$ cat config.mk
export PLATFORM = sky130hd
export DESIGN_NAME = psrm_ring_ram
export DESIGN_NICKNAME = d
export VERILOG_FILES = /design/src/psrm_ring_ram.sv
export SDC_FILE = /design/constraint.sdc
export NUM_CORES = 2
export LEC_CHECK = 0
export BUFFER_PORTS_ARGS = -buffer_cell sky130_fd_sc_hd__buf_2
export CORE_ASPECT_RATIO = 2
export CORE_MARGIN = 1.5
export CORE_UTILIZATION = 35
export DETAILED_ROUTE_END_ITERATION = 6
export SLEW_MARGIN = 10
export SYNTH_ARGS = -nofsm -noshare
export SYNTH_HDL_FRONTEND = slang
export SYNTH_SLANG_ARGS = --single-unit
$ cat constraint.sdc
create_clock -name i_clk -period 3.45 [get_ports i_clk]
set_clock_uncertainty 0.1 [all_clocks]
set_input_delay 0.5175 -clock i_clk [delete_from_list [all_inputs] [get_ports i_clk]]
set_output_delay 0.5175 -clock i_clk [all_outputs]
set_load 0.03 [all_outputs]
$ cat src/psrm_ring_ram.sv
// Generic synchronous RAM, one write and one read port, read-first.
// Read data registered. No dependencies.
module psrm_ring_ram #(
    parameter int WIDTH = 18,
    parameter int DEPTH = 120
) (
    input  logic                     i_clk,
    input  logic                     i_we,
    input  logic [$clog2(DEPTH)-1:0] i_waddr,
    input  logic [WIDTH-1:0]         i_wdata,
    input  logic                     i_re,
    input  logic [$clog2(DEPTH)-1:0] i_raddr,
    output logic [WIDTH-1:0]         o_rdata
);

    logic [WIDTH-1:0] r_mem [DEPTH];
    logic [WIDTH-1:0] r_rdata;

    always_ff @(posedge i_clk) begin
        if (i_re) begin
            r_rdata <= r_mem[i_raddr];
        end
        if (i_we) begin
            r_mem[i_waddr] <= i_wdata;
        end
    end

    assign o_rdata = r_rdata;

endmodule

==> summary.txt <==
Status
  • Status: finished clean

Run
  • MaxCap Viol Count: 0

Clocking
  • CTS sink cnt: 2,178
  • CTS clk-pin slew, worst paths: 0.07 ns
  • CTS Buffer Depth: 4
  • # resized after CTS: 0
  • Clock Latency Late Sink: 0.86 ns
  • # hold bufs at CTS: 0
  • Post-CTS Setup Bufs: 0
  • H-tree levels: 4
  • CTS tree: yes
  • CTS root buffer: clkbuf_16
  • Total CTS buffers: 177

Power and ir drop
  • Sw power: 11,330 uW
  • PD cells: 542.0 nW/um2
  • Worst IR Drop VDD: 0.0004129 V
  • Sw frac: 21.59%
  • Comb pwr share: 6.2%
  • Power share of the sequential group: 55.8%
  • Clock network power share: 38.0%
  • Leakage: 0.03019 uW
  • P_int: 41,150 uW

Final layout
  • Nets@finish: 4,134
  • # fillers: 20,574
  • Share of layout cells above drive strength 1: 34.77%
  • Synth-to-Final Area Change: 15.75%
  • Multi-input gate area: 17,440 um2
  • Seq. cell area: 65,400 um2

STA
  • Final Hold Fails: 0
  • Max-slew violation count: 0
  • Max Freq: 329.0 MHz
  • Min Tclk post-route: 3.040 ns
  • Worst-Margin Slew: 1.186 ns
  • Min Hold Slack: 0.1006 ns
  • RSZ-0062 raised after global routing: false
  • Final worst setup slack: 0.4103 ns
  • Final-report setup violation count: 0
  • Period utilization: 88.11%
  • Slew HR: 20.33%

Place
  • DP HPWL: 164,700 um
  • PortBufs: 52
  • Pre-CTS setup slack: -0.4941 ns
  • Routability congestion estimate: 0.9231

Global route
  • Total track usage: 19.92%
  • Initial antenna violation count: 12
  • Total grt overflow: 0
  • Vias in the first global route: 42,053
  • Global-route wire length before repair: 335,200 um
  • Pin count of the biggest net entering global routing: 85

Yosys
  • Top cells by area, synth: edfxtp_1, mux4_2, mux2i_1, nor2_1, a22oi_1
  • Number of synthesized flops with an enable pin: 2,178
  • Area leader, netlist: edfxtp_1
  • Top cell type's share of synthesized area: 78.19%
  • FF+latch count, synth: 2,178
  • Post-Syn Instances: 3,617
  • Count leader, synth: edfxtp_1
  • Synth Flop Type: edfxtp_1
  • Synth top cells by count: edfxtp_1, mux4_2, nor2_1, mux2i_1
  • Synthesized net count: 3,652
  • Seq/Total Area, Yosys: 78.19%
  • Ys Warns: 0
  • Library cells used by synthesis: 53
  • Avg Cell Area, Syn: 23.12 um2
  • Asr flop ratio synth: 0%
  • Synth Cell Area: 83,640 um2

Die
  • Io pins: 53
  • Die Width: 348.7 um
  • Row Count: 253
  • Starting Density: 35.23%
  • Die area: 242,100 um2
  • Die height: 694.3 um
  • Core ar.: 237,400 um2

Detailed routing
  • Final ANT Viol Nets: 0
  • Initial DRT Pass Iterations: 7
  • Post-route DRC violation count: 0
  • Via count: 40,515
  • Routed len/inst: 33.34 um
  • DR iter-0 viols: 3,990
  • Routed vias/inst: 5.555
  • Drt total wl: 243,100 um

Critical path
  • Crit path cell chain: buf_8 -> buf_12 -> buf_12 -> buf_4 -> mux4_2 -> mux2i_1 -> a21oi_1 -> o32ai_1 -> buf_4 -> o21ai_0
  • CP max FO: 14
  • Critical path class: primary input to flop
  • CP max-delay cell: o32ai_1
  • Worst setup EP type: flop
  • Worst setup SP type: primary input
  • WP data arrival: 3.49 ns
  • CP peak stage delay: 0.83 ns
  • Worst EP required: 3.90 ns

Hold path
  • Hold crit path type: primary input to flop
[power by group through the flow]
stage	Sequential, uW	Clock (uW)	Combinational (uW)
finish	29300	20000	3250
global route	29300	21100	3350
CTS	29300	20300	3270
detailed placement	29900	0	3270
global placement	29800	0	3230
floorplan	29900	0	1450
[path summary, 6_finish.rpt]
| kind | from | end | slack, ns | cells past startpoint |
|---|---|---|---|---|
| max | i_raddr[0] | o_rdata[0]$_DFFE_PP_ | 0.41 | 10 |
| min | i_wdata[5] | r_mem[42][5]$_DFFE_PP_ | 0.10 | 1 |
| max reg2reg | r_mem[108][12]$_DFFE_PP_ | o_rdata[12]$_DFFE_PP_ | 0.52 | 6 |
| min reg2reg | r_mem[3][14]$_DFFE_PP_ | o_rdata[14]$_DFFE_PP_ | 0.89 | 5 |
[logic make-up after synthesis]
kind of cell           count (synthesis)  synth area share [%]
buffers and inverters                199                 1.340
AND/OR/NAND/NOR                      338                 1.797
flip-flops                          2178                 78.19
AO/OA/AOI/OAI                        215                 1.812
multiplexers                         687                 16.86
[cell usage in the layout, fill, tap and decap left out, types with 32 or more instances in the layout]
cell type / synthesis / routed
a22oi_1: 38 / 38
buf_4: 33 / 390
nand2_1: 71 / 71
edfxtp_1: 2178 / 2178
mux2i_1: 88 / 88
nor2_1: 160 / 46
clkbuf_1: 71 / 32
o21ai_0: 32 / 32
clkbuf_16: 0 / 180
clkinv_2: 0 / 37
clkinv_1: 0 / 32
mux4_2: 575 / 575
buf_12: 0 / 75
nor2_2: 0 / 114
[stage by stage]
step | instances | total power, uW | setup TNS (ns) | utilization (%) | instance area, um2
6_report | 7293 | 52470 | 0 | 40.78 | 96820
5_1_grt | 7289 | 53700 | 0 | 40.78 | 96810
4_1_cts | 7288 | 52850 | 0 | 40.77 | 96810
3_5_place_dp | 6980 | 33120 | -1.159 | 38.46 | 91310
3_3_place_gp | 6980 | 33070 | -1.091 | 38.46 | 91310
2_1_floorplan | 3617 | 31320 | 0 | - | 83640
[cell type report]
cell class,instances,area share (%)
Antenna cell,5,0.01292
Timing Repair Buffer,498,4.783
Multi-Input combinational cell,1240,18.01
Clock buffer,212,4.776
Clock inverter,96,0.8969
Sequential cell,2178,67.55
Tap cell,3060,3.955
Inverter,4,0.01551
[flip-flops by register name (all words and copies together), names as in the netlist]
register  count
r_mem      2160
o_rdata      18
[critical path: cells and delay by family]
family,cells,cell delay (ns)
muxes,2,0.85
AOI/OAI and AO/OA,3,1.11
buffers and inverters,5,0.94
[layer usage]
| layer | GRT usage (%) | share of wire [%] | vias to the layer above |
|---|---|---|---|
| met1 | 20.61 | 32 | 22003 |
| met3 | 2.223 | 5.0 | 529 |
| met5 | 0 | 0.022 | - |
| met2 | 37.25 | 55 | 1598 |
| met4 | 13.72 | 8.1 | 8 |
| li1 | - | - | 16377 |
No activity file was read; power rests on OpenSTA's default activity.
