==> src/psrm_pkg.sv <==
// Package for the playback speed ratio monitor.
// Sizes, codes, reset values and the structs passed between the blocks.
// No dependencies.
package psrm_pkg;

    localparam int WINDOW      = 120;
    localparam int MIN_SAMPLES = 30;

    localparam int ADDR_W     = $clog2(WINDOW);
    localparam int CNT_W      = $clog2(WINDOW + 1);
    localparam int TS_W       = 32;
    localparam int RD_W       = 18;
    localparam int GD_W       = 20;
    localparam int RATIO_W    = 16;
    localparam int MARGIN_W   = 8;
    localparam int FRAC_W     = 8;
    localparam int RSUM_W     = RD_W + $clog2(WINDOW);
    localparam int GSUM_W     = GD_W + $clog2(WINDOW);
    localparam int THR_W      = RATIO_W + 1;
    localparam int PROD_W     = THR_W + RSUM_W + 1;
    localparam int KIND_W     = 2;
    localparam int CFG_IDX_W  = 2;
    localparam int CFG_DATA_W = RD_W;

    localparam logic [KIND_W-1:0] KIND_TICK    = 2'd0;
    localparam logic [KIND_W-1:0] KIND_RATIO   = 2'd1;
    localparam logic [KIND_W-1:0] KIND_RESTART = 2'd2;

    localparam logic [CFG_IDX_W-1:0] CFG_ENABLE  = 2'd0;
    localparam logic [CFG_IDX_W-1:0] CFG_MAX_GAP = 2'd1;
    localparam logic [CFG_IDX_W-1:0] CFG_MARGIN  = 2'd2;

    localparam logic                ENABLE_RST  = 1'b1;
    localparam logic [RD_W-1:0]     MAX_GAP_RST = 18'd200000;
    localparam logic [MARGIN_W-1:0] MARGIN_RST  = 8'd13;
    localparam logic [RATIO_W-1:0]  RATIO_RST   = 16'd256;

    typedef struct packed {
        logic                enable;
        logic [RD_W-1:0]     max_gap;
        logic [MARGIN_W-1:0] margin;
    } t_cfg;

    typedef struct packed {
        logic                    valid;
        logic                    take;
        logic                    full;
        logic                    clr;
        logic                    restart;
        logic                    chk;
        logic signed [THR_W-1:0] thr;
        logic [CNT_W-1:0]        count;
        logic [RD_W-1:0]         rd;
        logic [GD_W-1:0]         gd;
    } t_stage_a;

    typedef struct packed {
        logic                    valid;
        logic                    take;
        logic                    chk;
        logic                    restart;
        logic signed [THR_W-1:0] thr;
        logic [CNT_W-1:0]        count;
    } t_stage_b;

    typedef struct packed {
        logic             alarm;
        logic [CNT_W-1:0] count;
        logic             taken;
    } t_result;

endpackage

==> src/psrm_sum_check.sv <==
// Running window sums and the sticky slowdown alarm.
// Sum update, then the Q8.8 cross-multiplied compare. Uses psrm_pkg.
module psrm_sum_check (
    input  logic                        i_clk,
    input  logic                        i_rst_n,
    input  logic                        i_adv,
    input  psrm_pkg::t_stage_a          i_stage,
    input  logic [psrm_pkg::RD_W-1:0]   i_old_rd,
    input  logic [psrm_pkg::GD_W-1:0]   i_old_gd,
    output psrm_pkg::t_result           o_result,
    output logic                        o_valid
);
    import psrm_pkg::*;

    logic [RSUM_W-1:0] r_rsum, n_rsum;
    logic [GSUM_W-1:0] r_gsum, n_gsum;
    logic              r_alarm, n_alarm;
    t_stage_b          r_sb, n_sb;

    logic [RD_W-1:0]          old_rd;
    logic [GD_W-1:0]          old_gd;
    logic signed [PROD_W-1:0] rhs, lhs;
    logic                     hit;

    assign old_rd = i_stage.full ? i_old_rd : '0;
    assign old_gd = i_stage.full ? i_old_gd : '0;
    assign n_rsum = r_rsum + RSUM_W'(i_stage.rd) - RSUM_W'(old_rd);
    assign n_gsum = r_gsum + GSUM_W'(i_stage.gd) - GSUM_W'(old_gd);

    always_comb begin
        n_sb.valid   = i_stage.valid;
        n_sb.take    = i_stage.take;
        n_sb.chk     = i_stage.chk;
        n_sb.restart = i_stage.restart;
        n_sb.thr     = i_stage.thr;
        n_sb.count   = i_stage.count;
    end

    assign rhs = r_sb.thr * $signed({1'b0, r_rsum});
    assign lhs = $signed({{(PROD_W-GSUM_W-FRAC_W){1'b0}}, r_gsum, {FRAC_W{1'b0}}});
    assign hit = r_sb.chk && (r_gsum != '0) && (lhs < rhs);
    assign n_alarm = r_sb.restart ? 1'b0 : (r_alarm | hit);

    always_ff @(posedge i_clk) begin
        if (!i_rst_n) begin
            r_rsum     <= '0;
            r_gsum     <= '0;
            r_alarm    <= 1'b0;
            r_sb.valid <= 1'b0;
        end else if (i_adv) begin
            r_sb <= n_sb;
            if (i_stage.valid) begin
                if (i_stage.clr) begin
                    r_rsum <= '0;
                    r_gsum <= '0;
                end else if (i_stage.take) begin
                    r_rsum <= n_rsum;
                    r_gsum <= n_gsum;
                end
            end
            if (r_sb.valid) begin
                r_alarm <= n_alarm;
            end
        end
    end

    assign o_result.alarm = n_alarm;
    assign o_result.count = r_sb.count;
    assign o_result.taken = r_sb.take;
    assign o_valid        = r_sb.valid;

endmodule

==> config.mk <==
export PLATFORM = sky130hd
export DESIGN_NAME = psrm_sum_check
export DESIGN_NICKNAME = d
export VERILOG_FILES = /design/src/psrm_pkg.sv /design/src/psrm_sum_check.sv
export SDC_FILE = /design/constraint.sdc
export NUM_CORES = 1
export LEC_CHECK = 0
export ABC_AREA = 1
export BUFFER_PORTS_ARGS = -buffer_cell sky130_fd_sc_hd__clkbuf_2
export CELL_PAD_IN_SITES_DETAIL_PLACEMENT = 1
export CELL_PAD_IN_SITES_GLOBAL_PLACEMENT = 1
export CORE_MARGIN = 2
export CORE_UTILIZATION = 43
export CTS_CLUSTER_SIZE = 20
export DETAILED_ROUTE_END_ITERATION = 6
export GPL_ROUTABILITY_DRIVEN = 0
export PLACE_DENSITY_LB_ADDON = 0.12
export SLEW_MARGIN = 40
export SYNTH_ARGS = -nofsm -noshare
export SYNTH_HDL_FRONTEND = slang
export SYNTH_SLANG_ARGS = --single-unit
==> constraint.sdc <==
create_clock -name i_clk -period 8.6 [get_ports i_clk]
set_input_delay 1.72 -clock i_clk [delete_from_list [all_inputs] [get_ports i_clk]]
set_output_delay 1.72 -clock i_clk [all_outputs]
set_load 0.1 [all_outputs]
==> key figures <==
Final layout
  – Net count, final: 4097
  – Multi-input gate area: about 17000 µm²
  – Number of fill cells: around 6800
  – Design area: 26160 µm²
  – Register area: around 1900 µm²
  – Area Overhead vs Synth: 14.54%
  – Layout cell share with drive strength beyond 1: 13.29%

Detailed routing
  – DR iter-0 viols: 1000
  – DRC: 0
  – WL per Instance: 18.17 µm
  – DRT Wirelength: around 74000 µm
  – Number of iterations in the first detailed-routing pass: 4
  – DR vias: a little over 20000
  – Routed vias/inst: between 5 and 6
  – Antenna-violating nets left: 0

Logic synthesis
  – Top post-synthesis cells by area: fa_1 33%, inv_1 16%, nand2_1 13%
  – Register area share after synthesis: between 8 and 9%
  – Syn Area/Cell: between 7 and 8 µm²
  – Synth warn: 0
  – Simple logic cell fraction of the synthesized area: a little under a fifth
  – Asr flop ratio synth: 0%
  – Share of the synthesized area in the top cell type: about a third
  – Syn Nets: between 3000 and 4000
  – Multiplexer share of the synthesized area: 0%
  – EDFF count, synth: 27
  – Unique masters post-synth: 49
  – Synth Flop Type: dfxtp_1
  – Post-synthesis instance area: approximately 23000 µm²
  – Leading area contributor after synthesis: fa_1
  – Syn Inst Count: 3181
  – Post-Synth Adder-Cell Area: a little under half
  – Synth top cells by count: 958 x inv_1, 768 x nand2_1, 382 x fa_1, 226 x ha_1, 178 x a21oi_1
  – Most frequent cell after synthesis: inv_1
  – Largest family of logic cells by synthesized area: adder cells
  – Compound-Gate Fraction of Synth Area: 7.817%
  – XOR/XNOR Fraction of Synth Area: under 10%
  – FF+latch count, synth: 81

Power and ir drop
  – Flop pwr share: 11.6%
  – P_sw: 2.030 mW
  – Net Sw Frac: approximately 53%
  – Combinational Power Share: just under 80%
  – Tot Pwr: approximately 3.9 mW
  – Pint: ~1.8 mW
  – Clock power share: a little under an eighth
  – P_leak: 15.37 nW
  – Worst vdd ir: between 0.00015 and 0.0002 V
  – Pwr Density: 147.8 nW/µm²

Flow run
  – Maxcap violations: 0

Timing
  – RSZ-0062 raised after global routing: yes
  – FMAX: about 0.11 GHz
  – Worst slew pin tran: 831.6 ps
  – Endpoints failing setup: 1
  – Crit path time final: about 9000 ps
  – Pins Over Slew Limit: 0
  – Post-Route Skew: approximately 13 ps
  – Fin crit share: 105.1%
  – Final worst slack: -435.0 ps
  – Max-Slew Margin vs Limit: 44.48%
  – WHS: a little under 500 ps
  – Final-report hold violation count: 0

CTS
  – Clock latency on the worst-skew pair: slightly above 400 ps
  – Root buf cell: clkbuf_16
  – Cts bufs inserted: 9
  – CTS sink count: 81
  – CTS hold repair buffers: 0
  – H-tree Lvls: 3
  – Deepest clock path buffer count: 2
  – Clk pin slew, worst setup/hold paths: 80 ps
  – CTS tree: built

Worst setup path
  – Crit path required time: about 6900 ps
  – Reg2Reg Depth: 38
  – Crit start category: flip-flop
  – Critical path's largest stage delay: about 540 ps
  – Slowest cell on the critical path: fa_1
  – CP Max Fanout: 15
  – Worst Path Arrival: between 7000 and 8000 ps
  – CP most frequent cell: nand2_1
  – Crit Path Class: reg -> out
  – Crit end category: primary output

Floorplanning
  – Die Ht: 234.5 µm
  – Row Count: between 80 and 90
  – Initial Util: a little over two fifths
  – Core Region: 52550 µm²
  – Die area: about 55000 µm²
  – Top Ports: roughly 120
  – Die X: roughly 230 µm

Placed design
  – Placed cell area: roughly 25000 µm²
  – HPWL Detailed: 63940 µm
  – Port Buf Inserts: around 120

Worst hold path
  – Worst Hold Class: reg -> reg
  – Worst hold path cell count: 2

Global route
  – First-pass GRT wire length: between 100000 and 150000 µm
  – Vias in the first global route: about 23000
  – Gr ovfl total: 0
  – Initial antenna violation count: 1
  – GR Util All Layers: around 29%
  – Largest net degree at the start of global routing: 52

Status
  – Outcome: finished, violations left
  – Failing checks: negative setup slack
==> placed cells by master (no fill, tap or decap), types with 7 or more instances in the layout <==
master     Yosys  final
nand3_1       67     64
o21ai_0       65     62
a31oi_1       11      9
o21bai_1       7      7
nand3_2        4      7
nand2_2       19     26
nor4_1         7      7
buf_4          9    177
fa_1         382    380
xnor2_1       22     21
nor2_2         9     11
o21ai_1       12     12
nand4_1       16     16
nand2_1      768    760
nor2_1       128    122
a21o_1         9      9
a21oi_1      178    164
edfxtp_1      27     27
ha_1         226    214
a21oi_2        6     19
nor3_1        14     14
clkbuf_16      0      9
ha_4           0     11
buf_12         0     22
inv_1        958    957
o21a_1         9      9
clkbuf_2       0    117
dfxtp_1       54     51
xor2_1        13     12
==> repair_timing <==
action / 4_1_cts / 5_1_grt
resized for setup: 63 / 7
endpoints found under the hold margin: 0 / 0
gates cloned: 0 / 0
buffers inserted: 5 / 2
setup endpoints to repair: 1 / 1
pin swaps: 17 / 9
==> per-layer routing <==
layer,up-vias,GRT usage (%),part of all wire (%)
met4,0,9.827,3.4
met3,115,3.731,3.9
met5,-,0,0
met1,10250,36.19,43
met2,378,49.85,50
li1,9628,-,-
==> cells by family (layout without fill, tap and decap cells) <==
group	Yosys count	in the layout
buffers and inverters	1092	1296
and+or+nand+nor	1046	1046
adders and majority gates	608	608
AOI/OAI and AO/OA	319	319
DFF	81	81
xor gates and xnor gates	35	35
other	0	1
==> critical path, delay by kind of cell, from the launching register on <==
kind / cells / cell delay (ps)
fa+ha+maj: 8 / 3660
flops: 1 / 440
xor+xnor: 1 / 80
buf+inv: 9 / 820
simple gates: 20 / 1890
==> path summary, 6_finish.rpt <==
path	start	endpoint	slack [ps]
max	r_sb[12]	o_result[8]	-440
min	o_valid	o_valid	490
max reg2reg	r_sb[12]	r_alarm	1640
min reg2reg	o_valid	o_valid	490
==> power by group through the flow <==
stage | clock network, mW | registers [mW] | logic (mW)
after floorplan | 0 | 0.436 | 1.73
after global placement | 0 | 0.456 | 2.64
after detailed placement | 0 | 0.458 | 2.73
after CTS | 0.454 | 0.449 | 2.96
after global routing | 0.463 | 0.452 | 3.32
final | 0.443 | 0.449 | 2.97
==> flip-flops by register name, indices dropped and copies added, names as in the netlist <==
signal    cells
o_result      8
r_gsum       27
r_alarm       1
r_rsum       25
r_sb         19
o_valid       1
==> layout make-up <==
class | instances | share of cell area (%)
clock buffers | 11 | 0.9660
well taps | 688 | 3.290
multi-input cells | 2008 | 65.51
diodes | 1 | 0.009565
clock inverters | 5 | 0.1435
repair buffers | 316 | 9.000
inverters | 964 | 13.83
flip-flops and latches | 81 | 7.245
==> per-stage QoR <==
step / setup TNS (ps) / worst slack [ps] / util (%) / cells
after floorplan: 0 / 115.7 / - / 3181
after global placement: -220.1 / -220.1 / 48.49 / 4050
after detailed placement: -291.0 / -291.0 / 48.49 / 4050
after CTS: -416.3 / -416.3 / 49.69 / 4071
after global routing: -800.0 / -800.0 / 49.78 / 4073
final: -435.0 / -435.0 / 49.79 / 4074
No activity file was read; power rests on OpenSTA's default activity.
