--- config.mk ---
export PLATFORM = sky130hd
export DESIGN_NAME = psrm_window_ctrl
export DESIGN_NICKNAME = d
export VERILOG_FILES = /design/src/psrm_pkg.sv /design/src/psrm_window_ctrl.sv
export SDC_FILE = /design/constraint.sdc
export NUM_CORES = 1
export LEC_CHECK = 0
export BUFFER_PORTS_ARGS = -buffer_cell sky130_fd_sc_hd__buf_2
export CAP_MARGIN = 20
export CORE_MARGIN = 1
export CORE_UTILIZATION = 50
export DETAILED_ROUTE_END_ITERATION = 10
export GPL_ROUTABILITY_DRIVEN = 0
export PLACE_DENSITY = 0.78
export SYNTH_ARGS = -nofsm -noshare
export SYNTH_HDL_FRONTEND = slang
export SYNTH_SLANG_ARGS = --single-unit
export TNS_END_PERCENT = 50
--- constraint.sdc ---
create_clock -name i_clk -period 15.6 [get_ports i_clk]
set_input_delay 1.56 -clock i_clk [delete_from_list [all_inputs] [get_ports i_clk]]
set_output_delay 1.56 -clock i_clk [all_outputs]
set_load 0.005 [all_outputs]
--- src/psrm_pkg.sv ---
// Package for the playback speed ratio monitor.
// Sizes, codes, reset values and the structs passed between the blocks.
// No dependencies.
package psrm_pkg;

    localparam int WINDOW      = 120;
    localparam int MIN_SAMPLES = 30;

    localparam int ADDR_W     = $clog2(WINDOW);
    localparam int CNT_W      = $clog2(WINDOW + 1);
    localparam int TS_W       = 32;
    localparam int RD_W       = 18;
    localparam int GD_W       = 20;
    localparam int RATIO_W    = 16;
    localparam int MARGIN_W   = 8;
    localparam int FRAC_W     = 8;
    localparam int RSUM_W     = RD_W + $clog2(WINDOW);
    localparam int GSUM_W     = GD_W + $clog2(WINDOW);
    localparam int THR_W      = RATIO_W + 1;
    localparam int PROD_W     = THR_W + RSUM_W + 1;
    localparam int KIND_W     = 2;
    localparam int CFG_IDX_W  = 2;
    localparam int CFG_DATA_W = RD_W;

    localparam logic [KIND_W-1:0] KIND_TICK    = 2'd0;
    localparam logic [KIND_W-1:0] KIND_RATIO   = 2'd1;
    localparam logic [KIND_W-1:0] KIND_RESTART = 2'd2;

    localparam logic [CFG_IDX_W-1:0] CFG_ENABLE  = 2'd0;
    localparam logic [CFG_IDX_W-1:0] CFG_MAX_GAP = 2'd1;
    localparam logic [CFG_IDX_W-1:0] CFG_MARGIN  = 2'd2;

    localparam logic                ENABLE_RST  = 1'b1;
    localparam logic [RD_W-1:0]     MAX_GAP_RST = 18'd200000;
    localparam logic [MARGIN_W-1:0] MARGIN_RST  = 8'd13;
    localparam logic [RATIO_W-1:0]  RATIO_RST   = 16'd256;

    typedef struct packed {
        logic                enable;
        logic [RD_W-1:0]     max_gap;
        logic [MARGIN_W-1:0] margin;
    } t_cfg;

    typedef struct packed {
        logic                    valid;
        logic                    take;
        logic                    full;
        logic                    clr;
        logic                    restart;
        logic                    chk;
        logic signed [THR_W-1:0] thr;
        logic [CNT_W-1:0]        count;
        logic [RD_W-1:0]         rd;
        logic [GD_W-1:0]         gd;
    } t_stage_a;

    typedef struct packed {
        logic                    valid;
        logic                    take;
        logic                    chk;
        logic                    restart;
        logic signed [THR_W-1:0] thr;
        logic [CNT_W-1:0]        count;
    } t_stage_b;

    typedef struct packed {
        logic             alarm;
        logic [CNT_W-1:0] count;
        logic             taken;
    } t_result;

endpackage

--- src/psrm_window_ctrl.sv ---
// Window control: timestamp, sample count, ring pointer, expected ratio.
// Decodes each transaction and drives the ring RAM ports. Uses psrm_pkg.
module psrm_window_ctrl (
    input  logic                            i_clk,
    input  logic                            i_rst_n,
    input  logic                            i_adv,
    input  logic                            i_valid,
    input  logic [psrm_pkg::KIND_W-1:0]     i_kind,
    input  logic [psrm_pkg::TS_W-1:0]       i_real_time_us,
    input  logic [psrm_pkg::GD_W-1:0]       i_game_delta_us,
    input  logic                            i_player_dead,
    input  logic                            i_paused,
    input  logic [psrm_pkg::RATIO_W-1:0]    i_new_ratio_q8,
    input  psrm_pkg::t_cfg                  i_cfg,
    output psrm_pkg::t_stage_a              o_stage,
    output logic                            o_ram_we,
    output logic [psrm_pkg::ADDR_W-1:0]     o_ram_waddr,
    output logic [psrm_pkg::RD_W-1:0]       o_ram_wrd,
    output logic [psrm_pkg::GD_W-1:0]       o_ram_wgd,
    output logic                            o_ram_re,
    output logic [psrm_pkg::ADDR_W-1:0]     o_ram_raddr
);
    import psrm_pkg::*;

    logic [CNT_W-1:0]   r_count, n_count;
    logic [ADDR_W-1:0]  r_oldest, n_oldest;
    logic [TS_W-1:0]    r_last_ts, n_last_ts;
    logic               r_ts_valid, n_ts_valid;
    logic [RATIO_W-1:0] r_ratio, n_ratio;
    t_stage_a           r_stage, n_stage;

    logic              fire, tick, take, full;
    logic [TS_W-1:0]   gap;
    logic [ADDR_W:0]   slot_sum, slot_wrap;
    logic [ADDR_W-1:0] slot, oldest_inc;

    assign fire = i_valid & i_adv;
    assign gap  = i_real_time_us - r_last_ts;
    assign tick = (i_kind == KIND_TICK) && i_cfg.enable && !i_player_dead && !i_paused;
    assign take = tick && r_ts_valid && (gap <= {{(TS_W-RD_W){1'b0}}, i_cfg.max_gap});
    assign full = (r_count == CNT_W'(WINDOW));

    assign slot_sum   = (ADDR_W+1)'(r_oldest) + (ADDR_W+1)'(r_count);
    assign slot_wrap  = (slot_sum >= (ADDR_W+1)'(WINDOW)) ? slot_sum - (ADDR_W+1)'(WINDOW)
                                                           : slot_sum;
    assign slot       = full ? r_oldest : slot_wrap[ADDR_W-1:0];
    assign oldest_inc = (r_oldest == ADDR_W'(WINDOW - 1)) ? '0 : r_oldest + 1'b1;

    always_comb begin
        n_count    = r_count;
        n_oldest   = r_oldest;
        n_last_ts  = r_last_ts;
        n_ts_valid = r_ts_valid;
        n_ratio    = r_ratio;
        if (fire) begin
            case (i_kind)
                KIND_TICK: begin
                    if (tick) begin
                        n_last_ts  = i_real_time_us;
                        n_ts_valid = 1'b1;
                        if (take) begin
                            if (full) begin
                                n_oldest = oldest_inc;
                            end else begin
                                n_count = r_count + 1'b1;
                            end
                        end
                    end
                end
                KIND_RATIO: begin
                    n_ratio  = i_new_ratio_q8;
                    n_count  = '0;
                    n_oldest = '0;
                end
                KIND_RESTART: begin
                    n_count    = '0;
                    n_oldest   = '0;
                    n_ts_valid = 1'b0;
                end
                default: begin
                end
            endcase
        end
    end

    always_comb begin
        n_stage.valid   = i_valid;
        n_stage.take    = take;
        n_stage.full    = full;
        n_stage.clr     = (i_kind == KIND_RATIO) || (i_kind == KIND_RESTART);
        n_stage.restart = (i_kind == KIND_RESTART);
        n_stage.chk     = take && (32'(n_count) >= 32'(MIN_SAMPLES));
        n_stage.thr     = $signed({1'b0, r_ratio})
                        - $signed({{(THR_W-MARGIN_W){1'b0}}, i_cfg.margin});
        n_stage.count   = n_count;
        n_stage.rd      = gap[RD_W-1:0];
        n_stage.gd      = i_game_delta_us;
    end

    always_ff @(posedge i_clk) begin
        if (!i_rst_n) begin
            r_count    <= '0;
            r_oldest   <= '0;
            r_last_ts  <= '0;
            r_ts_valid <= 1'b0;
            r_ratio    <= RATIO_RST;
        end else begin
            r_count    <= n_count;
            r_oldest   <= n_oldest;
            r_last_ts  <= n_last_ts;
            r_ts_valid <= n_ts_valid;
            r_ratio    <= n_ratio;
        end
    end

    always_ff @(posedge i_clk) begin
        if (!i_rst_n) begin
            r_stage.valid <= 1'b0;
        end else if (i_adv) begin
            r_stage <= n_stage;
        end
    end

    assign o_stage     = r_stage;
    assign o_ram_we    = fire & take;
    assign o_ram_waddr = slot;
    assign o_ram_wrd   = gap[RD_W-1:0];
    assign o_ram_wgd   = i_game_delta_us;
    assign o_ram_re    = fire;
    assign o_ram_raddr = r_oldest;

endmodule

==> summary.log <==
[route] DRC violation count after routing 0
[timing] maximum achievable frequency 0.1264 GHz
[timing] final worst setup slack 7689 ps
[synthesis] number of instances in the synthesized netlist 948
[power] ratio of total power to cell area 93.12 nW/µm²
[synthesis] dominant register cell in the synthesized netlist edfxtp_1
[critical_path] ordered list of cells on the worst path buf_2 -> inv_1 -> ha_1 -> fa_1 -> nand2b_1 -> a21oi_1 -> nor2_1 -> o21ai_0 -> a21o_1 -> a21oi_1 -> xnor2_1 -> ha_1 -> nand4_1 -> or4_1 -> nor3_1 -> o211a_1 -> o311ai_1 -> a221oi_1 -> and4_1 -> nand4_4 -> nor2_1 -> buf_2
[timing] Setup-failing EPs final 0
[place] total half-perimeter wirelength after legalization and detailed placement 15410 µm
[floorplan] area enclosed by the die boundary 17160 µm²
[critical_path] largest stage delay on the critical path 610 ps
[synthesis] cell area after synthesis 8319 µm²
[run] number of violations of the max-capacitance limit 0
[clock_network] number of sinks on the clock net 131
[timing] post-route fraction of the period consumed by the critical path 0.5071
[critical_path] type of the worst setup path in -> out
[critical_path] critical-path maximum fanout 18
[synthesis] number of warning messages in the yosys log 0
[run_status] outcome complete, no violations
[critical_path] cell type of the slowest stage on the worst timing path or4_1
[synthesis] async set-or-reset flop fraction in the synthesized netlist 0
[timing] final critical-path required period 7911 ps
[layout] Filler Cell Count 1376
[clock_network] source-to-sink clock delay at the later pin of the worst-skew pair 420 ps
[timing] unrepaired setup endpoints after global routing no
[synthesis] Synthesized Nets 1126
[clock_network] clock tree from TritonCTS yes
[route] DRC marker count from the first detailed-route iteration 530
[synthesis] post-synthesis cell type count 65
[critical_path] Worst R2R End o_ram_raddr[1]
[critical_path] reg2reg start r_last_ts[0]
[timing] final-layout setup total negative slack 0 ps
[floorplan] core area 16060 µm²
[critical_path] reg2reg path depth 21
[timing] worst slew margin relative to its limit 0.4065
[synthesis] share of cell area taken by muxes after synthesis 0.007370
[synthesis] fraction of synthesized cell area in xor and xnor cells 0.04211
[clock_network] clock edge transition at the registers on the reported setup and hold paths 60 ps
[floorplan] total number of placement rows 46
[clock_network] number of buffers added by the clock tree synthesis step 17
[floorplan] initial core utilization 0.5181
[layout] area of all placed cells without fillers 9958 µm²
[synthesis] basic-gate share of the synthesized area counting and, or, nand and nor cells 0.1665
[synthesis] post-synthesis register bit count 131
[route] number of iterations in the first detailed-routing pass 6
[critical_path] r2r setup slk 9820 ps
[layout] Nets 1303
[grt] maximum number of pins on one net before global-route repair 68
[critical_path] CP Data Required Time 14040 ps
[synthesis] complex-gate fraction of the synthesized area 0.1833
[power] Max IR drop VDD 68.18 µV
[grt] grt ovf 0
[timing] clk_skew 9.651 ps
[grt] total routing usage reported by global routing 0.2422
[place] count of buffers from port buffering 224
[timing] Hold Violations, Final 0
[floorplan] overall die width 131.0 µm
[clock_network] number of hold buffers added after cts 0
[place] worst slack after detailed placement 7812 ps
[route] wire length reported by the detailed router 20560 µm
[clock_network] clk buf depth 2
[critical_path] endpoint class of the critical path output pin
[synthesis] average cell area after synthesis 8.776 µm²
[critical_path] Largest delay share family, worst path simple AND/OR/NAND/NOR gates
[clock_network] post-CTS resize count 0
[min_path] worst min path class reg -> reg
[clock_network] post-CTS setup buffers 0
[route] detailed-route via count 7274
[layout] layout cells sized above 1 0.2399
[synthesis] area share of fa/ha/maj cells after synthesis 0.1155
[grt] antenna violations before repair 1
[min_path] worst-case hold path end point r_last_ts[27]
[floorplan] die outline height 131.0 µm
[synthesis] number of enable-type register cells in the synthesized netlist 67
[timing] Worst-Margin Slew 884.8 ps
[critical_path] total buffers and inverters traversed by the critical path 3
[grt] via count of the first global-routing pass 6840
[min_path] cell count of the worst hold path 2
[clock_network] Root Buffer Master clkbuf_16
[route] via density per instance 5.368
[layout] signed area change from the synthesized netlist to the final layout 19.70%
[floorplan] num ports 225
[place] Cell Area, Placed 9345 µm²
[power] static leakage power 4.354 nW
[critical_path] data arrival time at the worst-slack endpoint 6350 ps
[grt] wire length of the first global-routing pass 32310 µm
[synthesis] dominant combinational cell family by area after synthesis compound AO/OA/AOI/OAI gates
[clock_network] H-tree levels 4
[route] ANT nets after route 0
[timing] Max Slew Vio Count 0
[min_path] hold path start r_last_ts[27]
[synthesis] part of the Yosys area used for sequential elements 0.3958
[critical_path] critical path startpoint category primary input
[route] average wire per cell in the routed design 15.17 µm
[cells by family (layout without fill, tap and decap cells)]
logic type                 count (synthesis)  count (layout)
and+or+nand+nor                          295             295
muxes                                      6               6
AOI/OAI and AO/OA                        245             245
buffers and inverters                    156             346
adders and majority gates                 75              75
xor gates and xnor gates                  40              40
DFF                                      131             131
other                                      0               1
[layer usage]
layer | routed length (µm) | up-vias | global-route usage | share of wire
li1 | - | 3651 | - | -
met2 | 10090 | 269 | 0.4242 | 0.49
met3 | 1281 | 29 | 0.04275 | 0.062
met4 | 427 | 0 | 0.09736 | 0.021
met5 | 0 | - | 0 | 0
met1 | 8761 | 3325 | 0.2939 | 0.43
[Yosys cell counts (6+ instances only)]
library cell  number  area, µm²
xor2_1            22      192.7
inv_1             86      322.8
clkbuf_1          24      90.09
o21bai_1           7      52.55
ha_1              72      900.9
o211ai_1           6      45.04
dfxtp_1           64       1281
nor3_1            16      80.08
xnor2_1           18      157.7
nand3_1           16      80.08
buf_4             38      285.3
o21ai_0           41      205.2
a31oi_1            8      50.05
and4_1             6      52.55
and3_1             7      43.79
or3_1             13      81.33
nand2_1          159      596.8
o21a_1             9      67.56
nor2_1            27      101.4
nand2b_1          14      87.58
a21o_1            25      187.7
a21oi_1          111      555.5
nor2b_1            7      43.79
edfxtp_1          67       2012
nand4_1            7      43.79
[through the flow]
step / hold slack (ps) / power (mW) / std cells / utilization
5_1_grt: 466.3 / 0.9633 / 1355 / 0.6202
6_report: 453.6 / 0.9273 / 1355 / 0.6202
2_1_floorplan: 436.3 / 0.4751 / 948 / -
3_5_place_dp: 446.8 / 0.5183 / 1322 / 0.5820
3_3_place_gp: 442.2 / 0.5158 / 1321 / 0.5803
4_1_cts: 455.6 / 0.9314 / 1354 / 0.6200
[worst reg2reg max path, delay by kind of cell (launching register included)]
family / cells / cell delay, ps
simple gates: 8 / 2500
compound gates: 9 / 1760
flops: 1 / 310
xor+xnor: 1 / 200
fa+ha+maj: 3 / 960
[area by class of cell]
cell class                      instances  area, µm²  area share
Antenna cell                            1      2.502   0.0002513
Clock buffer                           17      425.4     0.04272
Clock inverter                         15      185.2     0.01860
Inverter                               87      326.6     0.03279
Multi-Input combinational cell        661       4292      0.4310
Sequential cell                       131       3293      0.3307
Tap cell                              216      270.3     0.02714
Timing Repair Buffer                  227       1164      0.1168
[flip-flops by register name, indices dropped and copies added (netlist names)]
name,cells
r_ts_valid,1
o_ram_raddr,7
o_stage,68
r_ratio,16
r_count,7
r_last_ts,32
[cells in the final DEF (no fill, tap or decap), types with 17 or more instances in the layout]
cell / instances
buf_2: 224
nand2_1: 159
nor2_1: 27
dfxtp_1: 64
a21oi_1: 111
xor2_1: 22
edfxtp_1: 67
inv_1: 86
o21ai_0: 41
clkbuf_16: 17
a21o_1: 25
xnor2_1: 18
ha_1: 72
[power by group]
group          internal, mW  switching, mW
logic                0.0557         0.0778
clock network         0.243          0.172
registers             0.376        0.00382
[worst max path at each step]
stage                                  from       end  slack (ps)  cells after the start
after floorplan           i_real_time_us[0]  o_ram_we        8500                     21
after global placement    i_real_time_us[0]  o_ram_we        7960                     22
after detailed placement  i_real_time_us[0]  o_ram_we        7810                     22
after CTS                 i_real_time_us[0]  o_ram_we        7750                     22
after global routing      i_real_time_us[0]  o_ram_we        7410                     22
final                     i_real_time_us[0]  o_ram_we        7690                     22
Note: power is estimated with default switching activity, not from simulation.
